File: src/rtl/svr_pkg.sv
// Shared types, constants and register codes of the sphere voxelizer.
`default_nettype none
package svr_pkg;

	// Grid and run limits
	localparam int MAX_DIM     = 1024;
	localparam int QUEUE_DEPTH = 4;
	localparam int IDX_W       = 10;
	localparam int LEN_W       = 11;

	// Configuration port geometry: 64-bit registers at 8-byte steps
	localparam int CFG_DATA_W  = 64;
	localparam int CFG_ADDR_W  = 6;
	localparam int CFG_IDX_LSB = 3;
	localparam int CFG_IDX_W   = 3;

	// Register indexes
	typedef enum logic [CFG_IDX_W-1:0] {
		REG_ORIGIN_X  = 3'd0,
		REG_ORIGIN_Y  = 3'd1,
		REG_ORIGIN_Z  = 3'd2,
		REG_SPACING_X = 3'd3,
		REG_SPACING_Y = 3'd4,
		REG_SPACING_Z = 3'd5,
		REG_RADIUS_SQ = 3'd6
	} cfg_reg_t;

	// Register contents, axis order x, y, z
	typedef struct packed {
		logic signed [2:0][31:0] origin;
		logic [2:0][30:0]        spacing;
		logic [62:0]             radius_sq;
	} cfg_t;

	// One voxel item
	typedef struct packed {
		logic [IDX_W-1:0] index_x;
		logic [IDX_W-1:0] index_y;
		logic [IDX_W-1:0] index_z;
		logic             last_voxel;
	} in_item_t;

	// One result item
	typedef struct packed {
		logic             inside_res;
		logic             run_done;
		logic [IDX_W-1:0] run_start_x;
		logic [IDX_W-1:0] run_start_y;
		logic [IDX_W-1:0] run_start_z;
		logic [LEN_W-1:0] run_length;
	} out_item_t;

	// Classified voxel between front and back
	typedef struct packed {
		logic     in_sphere;
		in_item_t vox;
	} q_item_t;

endpackage
`default_nettype wire

File: src/rtl/svr_queue.sv
// Short FIFO between the classifier and the run tracker.
`default_nettype none
module svr_queue #(
	parameter int DEPTH = svr_pkg::QUEUE_DEPTH
) (
	input  wire logic             clk,
	input  wire logic             arst_n,
	input  wire logic             push_valid,
	output logic                  push_ready,
	input  wire svr_pkg::q_item_t push_data,
	output logic                  pop_valid,
	input  wire logic             pop_ready,
	output svr_pkg::q_item_t      pop_data
);

	localparam int PW = (DEPTH > 1) ? $clog2(DEPTH) : 1;
	localparam int CW = $clog2(DEPTH + 1);

	svr_pkg::q_item_t entry_q [DEPTH];
	logic [PW-1:0]    wptr_q, rptr_q;
	logic [CW-1:0]    count_q;
	logic             push, pop;

	assign push_ready = count_q != CW'(DEPTH);
	assign pop_valid  = count_q != '0;
	assign push       = push_valid && push_ready;
	assign pop        = pop_valid && pop_ready;
	assign pop_data   = entry_q[rptr_q];

	// Pointers and fill count
	always_ff @(posedge clk or negedge arst_n) begin
		if (!arst_n) begin
			wptr_q  <= '0;
			rptr_q  <= '0;
			count_q <= '0;
		end else begin
			if (push)
				wptr_q <= (wptr_q == PW'(DEPTH - 1)) ? '0 : wptr_q + 1'b1;
			if (pop)
				rptr_q <= (rptr_q == PW'(DEPTH - 1)) ? '0 : rptr_q + 1'b1;
			if (push && !pop)
				count_q <= count_q + 1'b1;
			else if (pop && !push)
				count_q <= count_q - 1'b1;
		end
	end

	// Storage
	always_ff @(posedge clk) begin
		if (push)
			entry_q[wptr_q] <= push_data;
	end

`ifndef ASSERT_OFF
	a_count_up: assert property (@(posedge clk) disable iff (!arst_n)
		push && !pop |=> count_q == $past(count_q) + 1'b1)
		else $error("queue count did not follow a push");
	a_pop_nonempty: assert property (@(posedge clk) disable iff (!arst_n)
		pop_ready && pop_valid |-> count_q != '0 && count_q <= CW'(DEPTH))
		else $error("queue popped outside its fill range");
`endif

endmodule
`default_nettype wire

File: config.mk
export PLATFORM = sky130hd
export DESIGN_NAME = svr_queue
export DESIGN_NICKNAME = d
export VERILOG_FILES = /design/src/rtl/svr_pkg.sv /design/src/rtl/svr_queue.sv
export SDC_FILE = /design/constraint.sdc
export NUM_CORES = 1
export LEC_CHECK = 0
export ABC_AREA = 1
export BUFFER_PORTS_ARGS = -buffer_cell sky130_fd_sc_hd__buf_2
export CAP_MARGIN = 0
export CELL_PAD_IN_SITES_DETAIL_PLACEMENT = 2
export CELL_PAD_IN_SITES_GLOBAL_PLACEMENT = 2
export CORE_UTILIZATION = 35
export CTS_CLUSTER_SIZE = 24
export DETAILED_ROUTE_END_ITERATION = 7
export PLACE_DENSITY_LB_ADDON = 0.1
export SETUP_SLACK_MARGIN = 0.05
export SYNTH_ARGS = -nofsm -noshare
export SYNTH_HDL_FRONTEND = slang
export SYNTH_SLANG_ARGS = --single-unit
export TNS_END_PERCENT = 30
File: constraint.sdc
create_clock -name clk -period 2.3 [get_ports clk]
set_input_delay 0.23 -clock clk [delete_from_list [all_inputs] [get_ports clk]]
set_output_delay 0.23 -clock clk [all_outputs]
set_load 0.05 [all_outputs]
Word level (Yosys, flattened, before mapping)
Memory sizes are Yosys's and may differ from the RTL's.
Cells that the tools add are included.
- register bits: 7
- latch bits: 0
- memory bits (writable): 128
- bits in read-only memories: 0
- word-level logic and storage cells: 25
- memories: 1
- memory list (name ; depth ; width ; rd ports ; clocked after memory_dff ; write ports ; line ; text):
    entry_q ; 4 ; 32 ; 1 ; 0 ; 1 ; svr_queue.sv:19 ; svr_pkg::q_item_t entry_q [DEPTH];
- add/subtract/negate cells: 4
- multipliers: 0
- divide/modulo/power cells: 0
- magnitude comparators: 0
- equal/unequal tests: 3
- shifts and indexed selects: 0
- mux-type cells: 6
- bitwise logic cells: 0
- reduce and logical (&&, ||, !) cells: 8
- operators by type and width (cell ; number):
    2-to-1 mux 3 bit ; 2
    adder 2 x 1 -> 2 bit (second input constant) ; 2
    == test 2 bit (second input constant) ; 2
    logical AND 1 bit ; 4
    2-to-1 mux 2 bit ; 2
    adder 3 x 1 -> 3 bit (second input constant) ; 1
    != test 3 bit (second input constant) ; 1
    nonzero test 3 bit ; 1
    subtractor 3 x 1 -> 3 bit (second input constant) ; 1
    zero test 1 bit ; 2
    2-to-1 mux 1 bit ; 2
    nonzero test 2 bit ; 1

Longest topological paths before layout
Gate-level depths: netlist of run 1.
- depth in word-level cells: 6
- mapped depth: 12
- gate-level depth less buffers: 12

Worst setup path after synthesis of run 1
No wires, ideal clock.
- path type: register -> register
- start point: register count_q[0]
- end point: memory entry_q[0][0] (netlist bit) (enable)
- setup time: 0.421 ns
- arrival: 2.576 ns
- data required time: 1.879 ns
- slack: -0.698 ns
- stages on the path, launching flop included: 5
- buffers on the path: 0
- clock period less this slack: 2.998 ns
- path through: dfrtp_1 inv_1 nand3_1 nand2_1 nor2_1
- word-level cells in the longest chain between the ends: 4
- ends and longest elaborated chain (item ; line ; text):
    start: declaration ; svr_queue.sv:21 ; logic [CW-1:0] count_q;
    start signal: assignment ; svr_queue.sv:42 ; count_q <= count_q + 1'b1;
    start signal: assignment ; svr_queue.sv:44 ; count_q <= count_q - 1'b1;
    != test 3 bit ; svr_queue.sv:24 ; assign push_ready = count_q != CW'(DEPTH);
    named net push_ready ; svr_queue.sv:9 ; output logic push_ready,
    logical AND 1 bit ; svr_queue.sv:26 ; assign push = push_valid && push_ready;
    2-to-1 mux 1 bit ; svr_queue.sv:50 ; if (push)
    2-to-1 mux 1 bit (not written as such) ; svr_queue.sv:51 ; entry_q[wptr_q] <= push_data;
    end: declaration ; svr_queue.sv:19 ;
The timed path passes the listed nets, and every way through them passes these cells.

==> summary.txt, run 1 <==
Floorplan
  • Total core area: about 15,000 um2
  • Die height: ~130 um
  • Die area: roughly 16,000 um2
  • Num rows: 45
  • Boundary Pins: 70
  • Starting Density: 36.0%
  • Die Width: ~130 um

Routing
  • DRC: 0
  • Initial DRC Count: 145
  • Via count: approximately 3,500
  • Via density: between 4 and 5
  • Total wire length: 13.4 mm
  • Pre-antenna DRT Iters: 4
  • Per-cell routed wire length: 18.2 um
  • Post-route antenna net violation count: 0

Finish
  • Filler cell count: between 1,500 and 2,000
  • Layout net count: around 560
  • Multi-input combinational cell area: about 1100 um2
  • Area growth, synth to finish: 23.9%
  • Reg area: 4020 um2
  • Final cell count without fillers: between 700 and 800
  • Final instance area: around 6800 um2
  • Layout cells sized above 1: 22.2%

Clock tree
  • Clk buf depth: 2
  • CTS tree: done
  • H-tree Lvls: 4
  • Clock Latency Late Sink: 0.42 ns
  • TritonCTS Buffers: 17
  • Clock slew at reported path FFs: approximately 0.060 ns
  • CTS sink cnt: 135
  • Clock root cell: clkbuf_16

STA
  • Period Utilization, post-route: 90.3%
  • Setup ws final: roughly 0.22 ns
  • Max Clock Skew: just over 0.008 ns
  • TNS Setup: 0 ns
  • Final number of setup-violating endpoints: 0
  • Hold Vio Cnt, Final: 0
  • Post-layout min period: 2.08 ns
  • Max-slew headroom: between 70% and 80%
  • Slew Limit Fails: 0
  • Slew @ Worst Pin: roughly 0.35 ns
  • Fmax: between 0.4 and 0.5 GHz
  • RSZ-0062 raised after global routing: false

Yosys
  • Largest family of logic cells by synthesized area: compound AO/OA/AOI/OAI gates
  • Synth top area cells: edfxtp_1 (70%), o211ai_1 (8.8%), nand2_1 (7.6%)
  • Proportion of synthesized area in mux cells: 0%
  • Simple-gate share of the synthesized area: 8.76%
  • Synth Area in XOR/XNOR: less than 1%
  • Mapped cell area: 5490 um2
  • Count of cell types in the netlist: 17
  • #FFs+latches synth: 135
  • Syn Nets: roughly 480
  • Post-synth EDFFs: around 130
  • Yosys warns: 0
  • Async SR Flop Fraction: 5.19%
  • Register area share after synthesis: 73.2%
  • Most frequent cells after synthesis: edfxtp_1 (128), nand2_1 (111), inv_1 (77)
  • Primary FF master, synth: edfxtp_1
  • Post-Synth Adder-Cell Area: between 1.5 and 2%
  • Synth Area in Compound Gates: ~8.8%
  • Syn Area/Cell: 12.7 um2
  • Post-Syn Instances: around 430
  • Area leader, netlist: edfxtp_1
  • Count leader, synth: edfxtp_1
  • Top-area cell type share of the netlist area: 70.1%

Global routing
  • Largest net degree at the start of global routing: 46
  • Congestion Overflow GR: 0
  • First-pass GRT wire length: ~21 mm
  • Vias in the first global route: 3,896
  • Initial antenna violation count: 2
  • Gr usage total: a little under a fifth

Worst setup path
  • Slowest-stage cell, CP: dfrtp_4
  • Crit-path cells: buf_8 -> o211ai_1 -> nand2_1 -> buf_2
  • CP Capture Type: output port
  • Crit path launch type: flop
  • Max incr delay on CP: 0.56 ns
  • WP data required: slightly above 2 ns
  • Crit-path max FO: 45
  • Data arrival time of the critical path: roughly 1.9 ns
  • Critical path class: reg -> out

Power
  • LEAKAGE: 0.00274 uW
  • Switching portion of total power: around 42%
  • P_sw: roughly 4500 uW
  • Clk network pwr share: between 20% and 30%
  • Internal power: just over 6000 uW
  • Combinational power share: 41.2%
  • Power per Cell Area: ~1600 nW/um2
  • Peak VDD IR: 0.679 mV
  • Sequential Power Share: between 30 and 40%

Placement
  • Final HPWL DP: 8.34 mm
  • Routability cong.: 0.712
  • Placed inst area: approximately 6000 um2
  • Setup WS pre-CTS: 0.265 ns
  • Cell Count Post-Placement: roughly 700
  • IO buf count: between 60 and 70

Min path
  • Worst min-delay path category: in -> reg

Outcome
  • Status: completed

Flow run
  • Maxcap violations: 0
==> cells in the final DEF (no fill, tap or decap), types with 4 or more instances in the layout <==
cell and n:
edfxtp_1 128, nand2_1 110, inv_1 77, buf_2 69, o211ai_1 64, clkbuf_16 17
buf_4 10, nand3_1 7, ha_1 6, dfrtp_1 5, nor2_4 4, bufinv_16 4
clkbuf_1 4
==> critical path, delay by kind of cell (launching register included) <==
kind | cells | cell delay, ns
compound gates | 1 | 0.17
buf+inv | 2 | 0.56
flops | 1 | 0.56
simple gates | 1 | 0.11
==> flip-flops by register name, indices dropped and copies added, names as in the netlist <==
register	cells
count_q	3
entry_q	128
wptr_q	2
rptr_q	2
==> per-layer routing <==
metal,up-vias,global-route usage (%),share of wire (%)
li1,1650,-,-
met1,1766,20.3,40
met2,72,32.9,54
met3,28,4.52,3.8
met4,0,7.49,2.3
met5,-,0,0
==> what timing repair did <==
action                                  4_1_cts  5_1_grt
hold buffers                                  1        0
pin swaps                                     0        0
endpoints found under the setup margin       12       10
hold endpoints to repair                      7        0
resized for setup                             2        1
buffers inserted                              0        1
==> per-stage QoR <==
step | power (uW) | utilization [%] | hold WS, ns
global placement | 7700 | 40.4 | 0.0769
floorplan | 6580 | - | -0.0656
finish | 10600 | 44.5 | 0.0267
detailed placement | 7860 | 40.4 | 0.0756
CTS | 10700 | 44.4 | 0.00171
global route | 11100 | 44.5 | 0.0175
==> area by class of cell <==
class / instances / area share [%]
multi-input cells: 198 / 16.2
flip-flops and latches: 135 / 59.2
diodes: 1 / 0.0368
well taps: 211 / 3.88
clock inverters: 10 / 2.26
clock buffers: 21 / 6.48
repair buffers: 85 / 7.60
inverters: 78 / 4.31
==> worst paths after layout <==
path	cells after the start	slack, ns	from	endpoint
min in group asynchronous	2	0.21	arst_n	rptr_q[1]
max reg2reg	11	0.25	count_q[0]	count_q[2]
max in group asynchronous	2	1.90	arst_n	rptr_q[0]
max	4	0.22	rptr_q[0]	pop_data[25]
min	1	0.03	push_data[5]	entry_q[3][5]
min reg2reg	1	0.55	count_q[0]	count_q[0]
==> cells by family (layout without fill, tap and decap cells) <==
family	count (synthesis)	after routing
and+or+nand+nor	125	125
buffers and inverters	99	194
xor gates and xnor gates	1	1
adders and majority gates	7	7
DFF	135	135
AOI/OAI and AO/OA	65	65
other	0	1
==> power by group through the flow <==
stage | sequential, uW | combinational [uW] | clock (uW)
floorplan | 3410 | 3170 | 0
detailed placement | 3540 | 4320 | 0
global route | 3510 | 4710 | 2930
global placement | 3500 | 4200 | 0
finish | 3470 | 4360 | 2770
CTS | 3510 | 4410 | 2840
No activity file was read; power rests on OpenSTA's default activity.
==> run 2: changes to the inputs <==
Settings changed: ABC_AREA 1 to unset, CORE_UTILIZATION 35 to 40.
==> run 2 against run 1 <==
Compared with the run above: register-to-register slack worse by 0.08 ns; total power fell by 9.5%; sequential cell count did not move; global-route usage shrank 0.63 points; highest routed layer unchanged; critical endpoint is now count_q[1].
==> summary.txt, run 2 <==
Outcome
  • Status: completed

Yosys
  • Yosys warns: 0 (unchanged)
  • Register area share after synthesis: 79.5% (+6.3 points)
  • Count leader, synth: edfxtp_1
  • #FFs+latches synth: 135 (unchanged)
  • Area leader, netlist: edfxtp_1
  • Top-area cell type share of the netlist area: 76.1% (+6.0 points)
  • Most frequent cells after synthesis: edfxtp_1 (128), mux4_2 (32), dfrtp_1 (7)
  • Post-synth EDFFs: 128 (unchanged)
  • Post-Syn Instances: 204 (-53%)
  • Primary FF master, synth: edfxtp_1
  • Mapped cell area: 5050 um2 (-7.9%)
  • Async SR Flop Fraction: 5.19% (unchanged)
  • Syn Area/Cell: 24.8 um2 (+95%)
  • Count of cell types in the netlist: 19 (+2)
  • Syn Nets: 247 (-48%)
  • Synth top area cells: edfxtp_1 (76%), mux4_2 (14%), dfrtp_1 (3.5%)

Placement
  • Routability cong.: 0.641 (-10%)
  • Placed inst area: 5620 um2 (-8.9%)
  • IO buf count: 69 (unchanged)

Finish
  • Most frequent cells in the layout: edfxtp_1 (128), buf_2 (69), mux4_2 (32), clkbuf_16 (17)
  • Most flops, register: entry_q
  • Area growth, synth to finish: 22.5%
  • Ant. Diodes: 0 (-1)
  • Layout cells sized above 1: 47.8% (+26 points)
  • Max reg flops: 128 (unchanged)
  • Biggest regs: entry_q: 128 flops, count_q: 3 flops
  • Commonest non-fill, non-tap cell in the layout: edfxtp_1
  • Final instance area: 6190 um2 (-8.9%)
  • Layout net count: 331 (-41%)

STA
  • Period Utilization, post-route: 92.5% (+2.2 points)
  • Final number of setup-violating endpoints: 0 (unchanged)
  • Max Clock Skew: 0.00852 ns (+0.000350 ns)
  • RSZ-0062 raised after global routing: false
  • Fmax: 0.470 GHz (-2.4%)
  • Post-layout min period: 2.13 ns (+0.0509 ns)
  • Slew Limit Fails: 0 (unchanged)
  • TNS Setup: 0 ns (unchanged)
  • Hold Vio Cnt, Final: 0 (unchanged)
  • Max-slew headroom: 39.8% (-37 points)
  • Slew @ Worst Pin: 0.902 ns (+0.555 ns)

Power
  • Sequential Power Share: 36.6% (+3.9 points)
  • LEAKAGE: 0.00218 uW (-21%)
  • Combinational power share: 36.4% (-4.8 points)
  • Clk network pwr share: 26.9% (+0.8 points)
  • Power per Cell Area: 1550 nW/um2 (-0.66%)
  • Peak VDD IR: 0.782 mV (+15%)
  • P_sw: 3550 uW (-21%)
  • Switching portion of total power: 37.0% (-5.3 points)
  • Internal power: 6030 uW (-1.2%)

Worst setup path
  • Critical path class: reg -> reg
  • Max incr delay on CP: 0.44 ns (-0.12 ns)
  • Crit-path cells: or3b_4 -> and2_4 -> ha_1 -> inv_1 -> fa_1 -> mux2_2
  • WP depth: 6 (+2)
  • Data arrival time of the critical path: 2.43 ns (+0.58 ns)
  • WP data required: 2.61 ns (+0.54 ns)
  • Slowest-stage cell, CP: dfrtp_1
  • Reg2Reg Depth: 6 (-5)
  • Worst Setup SP: count_q[0]
  • CP bufs+invs: 1 (-1)
  • Top delay family on crit path: simple AND/OR/NAND/NOR gates
  • Crit path launch type: flop
  • CP Capture Type: flop
  • Crit-path max FO: 6 (-87%)
  • R2R Path Start: count_q[0]

Flow run
  • Maxcap violations: 0 (unchanged)

Clock tree
  • Clk buf depth: 2 (unchanged)
  • H-tree Lvls: 4 (unchanged)
  • Clock slew at reported path FFs: 0.06 ns (about the same)
  • CTS tree: done
  • CTS sink cnt: 135 (unchanged)
  • Post_cts resized: 0 (-2)
  • Clock root cell: clkbuf_16
  • TritonCTS Buffers: 17 (unchanged)
  • Clock Latency Late Sink: 0.42 ns (about the same)

Global routing
  • Initial antenna violation count: 0 (-2)
  • Largest net degree at the start of global routing: 33 (-28%)
  • First-pass GRT wire length: 15.6 mm (-26%)
  • Vias in the first global route: 2,620 (-33%)
  • Gr usage total: 17.5% (-0.63 points)
  • Congestion Overflow GR: 0 (unchanged)

Floorplan
  • Die Width: 114 um (-10%)
  • Boundary Pins: 70 (unchanged)
  • Die area: 13,100 um2 (-19%)
  • Starting Density: 41.6% (+5.6 points)
  • Die height: 114 um (-10%)
  • Total core area: 12,200 um2 (-20%)
  • Num rows: 40 (-11%)

Routing
  • Via count: 2,301 (-35%)
  • Pre-antenna DRT Iters: 5 (+1)
  • Via density: 4.91 (+3.1%)
  • Post-route antenna net violation count: 0 (unchanged)
  • Total wire length: 10.2 mm (-24%)
  • DRC: 0 (unchanged)
  • Per-cell routed wire length: 21.7 um (+19%)
  • Initial DRC Count: 214 (+48%)

Min path
  • Worst min-delay path category: in -> reg
  • Hold_sp: push_data[3]
  • Hold depth: 1 (unchanged)
## run 2: changes by cell type after synthesis, moves of 2 or more
cell,before,now
and3_2,0,4
buf_2,18,3
buf_4,1,3
inv_1,77,3
mux2_2,0,3
mux2_4,0,2
mux4_2,0,32
nand2_1,111,1
nand3_1,7,0
nor2_1,6,3
o211ai_1,64,0
xor2_1,0,2
## run 2: path summary, 6_finish.rpt
path | slack (ns) | end
min in group asynchronous | 0.18 | count_q[2]
setup / recovery | 0.17 | count_q[1]
max in group asynchronous | 1.94 | rptr_q[1]
setup reg to reg | 0.17 | count_q[1]
hold reg to reg | 0.50 | count_q[2]
hold / removal | 0.02 | entry_q[0][3]
## run 2: kinds of logic (layout without fill, tap and decap cells)
| group | count (synthesis) | after routing | share of synthesized area (%) |
|---|---|---|---|
| and+or+nand+nor | 11 | 11 | 1.44 |
| adders and majority gates | 7 | 7 | 1.88 |
| xor gates and xnor gates | 3 | 3 | 0.520 |
| DFF | 135 | 135 | 79.5 |
| buffers and inverters | 11 | 108 | 1.11 |
| muxes | 37 | 37 | 15.5 |
## run 2: timing repair
action / 4_1_cts / 5_1_grt
hold buffers: 1 / 0
endpoints found under the hold margin: 7 / 0
setup buffers: 0 / 0
## run 2: worst register-to-register path, delay by kind of cell, from the launching register on
kind          cells  cell delay [ns]
mux               1             0.26
flops             1             0.44
simple gates      2             0.62
buf+inv           1             0.07
fa+ha+maj         2             0.62
## run 2: power groups by stage
stage	registers (uW)	logic [uW]	clock network, uW
6_report	3510	3490	2580
5_1_grt	3560	3700	2730
4_1_cts	3530	3570	2640
3_5_place_dp	3570	3560	0
3_3_place_gp	3510	3540	0
2_1_floorplan	3410	2830	0
## run 2: per-stage QoR
stage | cells | total power (uW) | worst slack, ns | hold slack, ns | utilization [%]
final | 469 | 9580 | 0.172 | 0.0232 | 50.9
after global routing | 469 | 9990 | 0.0681 | 0.0147 | 50.9
after CTS | 469 | 9740 | 0.141 | 0.00323 | 50.9
after detailed placement | 436 | 7120 | 0.181 | 0.0810 | 46.2
after global placement | 436 | 7050 | 0.200 | 0.0765 | 46.2
after floorplan | 204 | 6240 | 0.143 | -0.0656 | -
## run 2: layout make-up
type	count	area [um2]
clock buffer	28	517
clock inverter	4	45.0
fill	1084	5970
inverter	3	11.3
multi-input combinational	58	982
sequential	135	4020
tap	168	210
timing repair buffer	73	403
## run 2: layer usage
| metal | global-route usage (%) | part of all wire (%) | vias up |
|---|---|---|---|
| met3 | 6.78 | 4.6 | 12 |
| met5 | 0 | 0 | - |
| met2 | 29.1 | 51 | 57 |
| met1 | 21.1 | 43 | 1206 |
| li1 | - | - | 1026 |
| met4 | 5.45 | 1.2 | 0 |
==> run 3: changes to the inputs <==
Settings changed: BUFFER_PORTS_ARGS -buffer_cell sky130_fd_sc_hd__buf_2 to unset, CORE_UTILIZATION 40 to 44, DONT_BUFFER_PORTS set to 1.
==> run 3 against run 2 <==
Compared with the run above: die area down 8.9%; highest routed layer unchanged; clock skew is 0.0014 ns higher; total power about the same; worst hold slack better by 0.053 ns; register-to-register slack about the same; sequential share of layout area rose by 0.079 points; combinational power decreased by 7.2%; sequential cell count stayed put; largest cell class unchanged; design area fell by 0.12%.
==> summary.txt, run 3 (synthesis gave the netlist of run 2 again) <==
Outcome
  • Status: completed

Worst setup path
  • R2R Path Start: count_q[1]
  • Crit-path max FO: 4 (-2)
  • Slowest-stage cell, CP: dfrtp_1
  • CP Capture Type: flop
  • Max incr delay on CP: 0.42 ns (-0.02 ns)
  • Worst Setup EP: count_q[1]
  • R2R Setup Slk: 0.17 ns (about the same)
  • Reg2reg end: count_q[1]
  • Reg2Reg Depth: 6 (unchanged)
  • Crit path launch type: flop
  • Data arrival time of the critical path: 2.43 ns (about the same)
  • Critical path class: reg -> reg
  • CP bufs+invs: 1 (unchanged)
  • WP depth: 6 (unchanged)
  • Crit-path cells: or3b_4 -> and2_4 -> ha_1 -> inv_1 -> fa_1 -> mux2_2
  • Worst Setup SP: count_q[1]
  • Top delay family on crit path: adder cells
  • WP data required: 2.60 ns (about the same)

Placement
  • Final HPWL DP: 6.57 mm
  • Routability cong.: 0.682 (+6.4%)
  • Setup WS pre-CTS: 0.163 ns (-0.0171 ns)
  • IO buf count: 0 (-100%)
  • Cell Count Post-Placement: 341 (-22%)

Clock tree
  • Clock root cell: clkbuf_16
  • Clk buf depth: 2 (unchanged)
  • Postcts setup bufs: 0 (unchanged)
  • TritonCTS Buffers: 17 (unchanged)
  • Clock slew at reported path FFs: 0.06 ns (about the same)
  • CTS tree: done
  • Clock Latency Late Sink: 0.42 ns (about the same)
  • CTS sink cnt: 135 (unchanged)
  • H-tree Lvls: 4 (unchanged)

Power
  • LEAKAGE: 0.00206 uW (-5.3%)
  • Peak VDD IR: 0.799 mV (+2.2%)
  • Power consumption: 9580 uW (about the same)
  • Power per Cell Area: 1550 nW/um2 (+0.12%)

Floorplan
  • Total core area: 11,000 um2 (-9.3%)
  • Die Width: 109 um (-4.6%)
  • Starting Density: 45.8% (+4.3 points)
  • Boundary Pins: 70 (unchanged)
  • Num rows: 38 (-5.0%)
  • Die area: 11,900 um2 (-8.9%)
  • Die height: 109 um (-4.6%)

STA
  • Setup ws final: 0.169 ns (-0.00285 ns)
  • TNS Setup: 0 ns (unchanged)
  • Hold Vio Cnt, Final: 0 (unchanged)
  • Final number of setup-violating endpoints: 0 (unchanged)
  • Min Hold Slack: 0.0763 ns (+0.0531 ns)
  • Period Utilization, post-route: 92.6% (+0.12 points)
  • Max-slew headroom: 40.7% (+0.84 points)
  • RSZ-0062 raised after global routing: false
  • Slew @ Worst Pin: 0.890 ns (-0.0125 ns)
  • Post-layout min period: 2.13 ns (+0.00285 ns)
  • Slew Limit Fails: 0 (unchanged)
  • Fmax: 0.469 GHz (-0.13%)
  • Max Clock Skew: 0.00989 ns (+0.00136 ns)

Min path
  • Worst min-delay path category: in -> reg
  • Hold depth: 2 (+1)

Routing
  • Per-cell routed wire length: 26.2 um (+21%)
  • Via density: 5.48 (+12%)
  • Via count: 2,223 (-3.4%)
  • DRC: 0 (unchanged)
  • Total wire length: 10.6 mm (+4.7%)
  • Post-route antenna net violation count: 0 (unchanged)
  • Initial DRC Count: 88 (-59%)
  • Pre-antenna DRT Iters: 4 (-1)

Finish
  • Most flops, register: entry_q
  • Layout net count: 296 (-11%)
  • Biggest regs: entry_q: 128 flops, count_q: 3 flops
  • Multi-input combinational cell area: 985 um2 (+0.25%)
  • Area growth, synth to finish: 22.3%
  • Commonest non-fill, non-tap cell in the layout: edfxtp_1
  • Layout cells sized above 1: 31.2% (-17 points)
  • Ant. Diodes: 0 (unchanged)
  • Final cell count without fillers: 406 (-13%)
  • Max reg flops: 128 (unchanged)
  • Most frequent cells in the layout: edfxtp_1 (128), dlygate4sd3_1 (33), mux4_2 (32), clkbuf_16 (17), ha_1 (6)
  • Filler cell count: 892 (-18%)
  • Reg area: 4020 um2 (unchanged)

Global routing
  • First-pass GRT wire length: 15.7 mm (+0.61%)
  • Vias in the first global route: 2,533 (-3.3%)
  • Gr usage total: 19.8% (+2.3 points)
  • Congestion Overflow GR: 0 (unchanged)
  • Initial antenna violation count: 0 (unchanged)
  • Largest net degree at the start of global routing: 33 (unchanged)

Flow run
  • Maxcap violations: 0 (unchanged)
## run 3: cell count changes in the layout (fill, tap and decap cells not counted), sizes merged
cell         previous run  this run
buf                    72         5
bufinv                  1         3
clkbuf                 28        18
clkinvlp                0         2
dlygate4sd3             1        33
inv                     3         9
## run 3: area by class of cell
type	count	share of cell area, %
flip-flops and latches	135	65.0
inverters	3	0.182
clock buffers	18	6.94
clock inverters	14	3.00
multi-input cells	58	15.9
repair buffers	38	6.07
well taps	140	2.83
## run 3: where the power goes
| part | internal [uW] | total [uW] | switching, uW |
|---|---|---|---|
| registers | 3280 | 3520 | 238 |
| clock network | 1730 | 2820 | 1090 |
| logic | 913 | 3240 | 2330 |
| total | 5920 | 9580 | 3660 |
## run 3: per-layer routing
layer	up-vias	part of all wire, %	track usage (%)
met3	10	5.5	6.58
met4	0	1.2	7.71
met1	1185	43	24.9
met5	-	0	0
li1	959	-	-
met2	69	50	31.8
## run 3: how the worst min path moves through the flow
stage	startpoint	to	slack (ns)
after floorplan	arst_n	count_q[0]	-0.07
final	pop_ready	rptr_q[1]	0.08
after global placement	arst_n	wptr_q[0]	-0.07
after detailed placement	arst_n	count_q[0]	-0.07
after CTS	push_valid	wptr_q[1]	0.12
after global routing	pop_ready	rptr_q[1]	0.09
## run 3: timing repair
item | 4_1_cts | 5_1_grt
hold buffers | 33 | 0
setup endpoints to repair | 0 | 21
endpoints found under the hold margin | 135 | 0
gates resized for setup | 0 | 3
## run 3: through the flow
| stage | utilization [%] | instance area (um2) |
|---|---|---|
| finish | 56.0 | 6180 |
| global route | 56.0 | 6180 |
| CTS | 56.0 | 6170 |
| detailed placement | 47.4 | 5230 |
| global placement | 47.4 | 5230 |
| floorplan | - | 5060 |
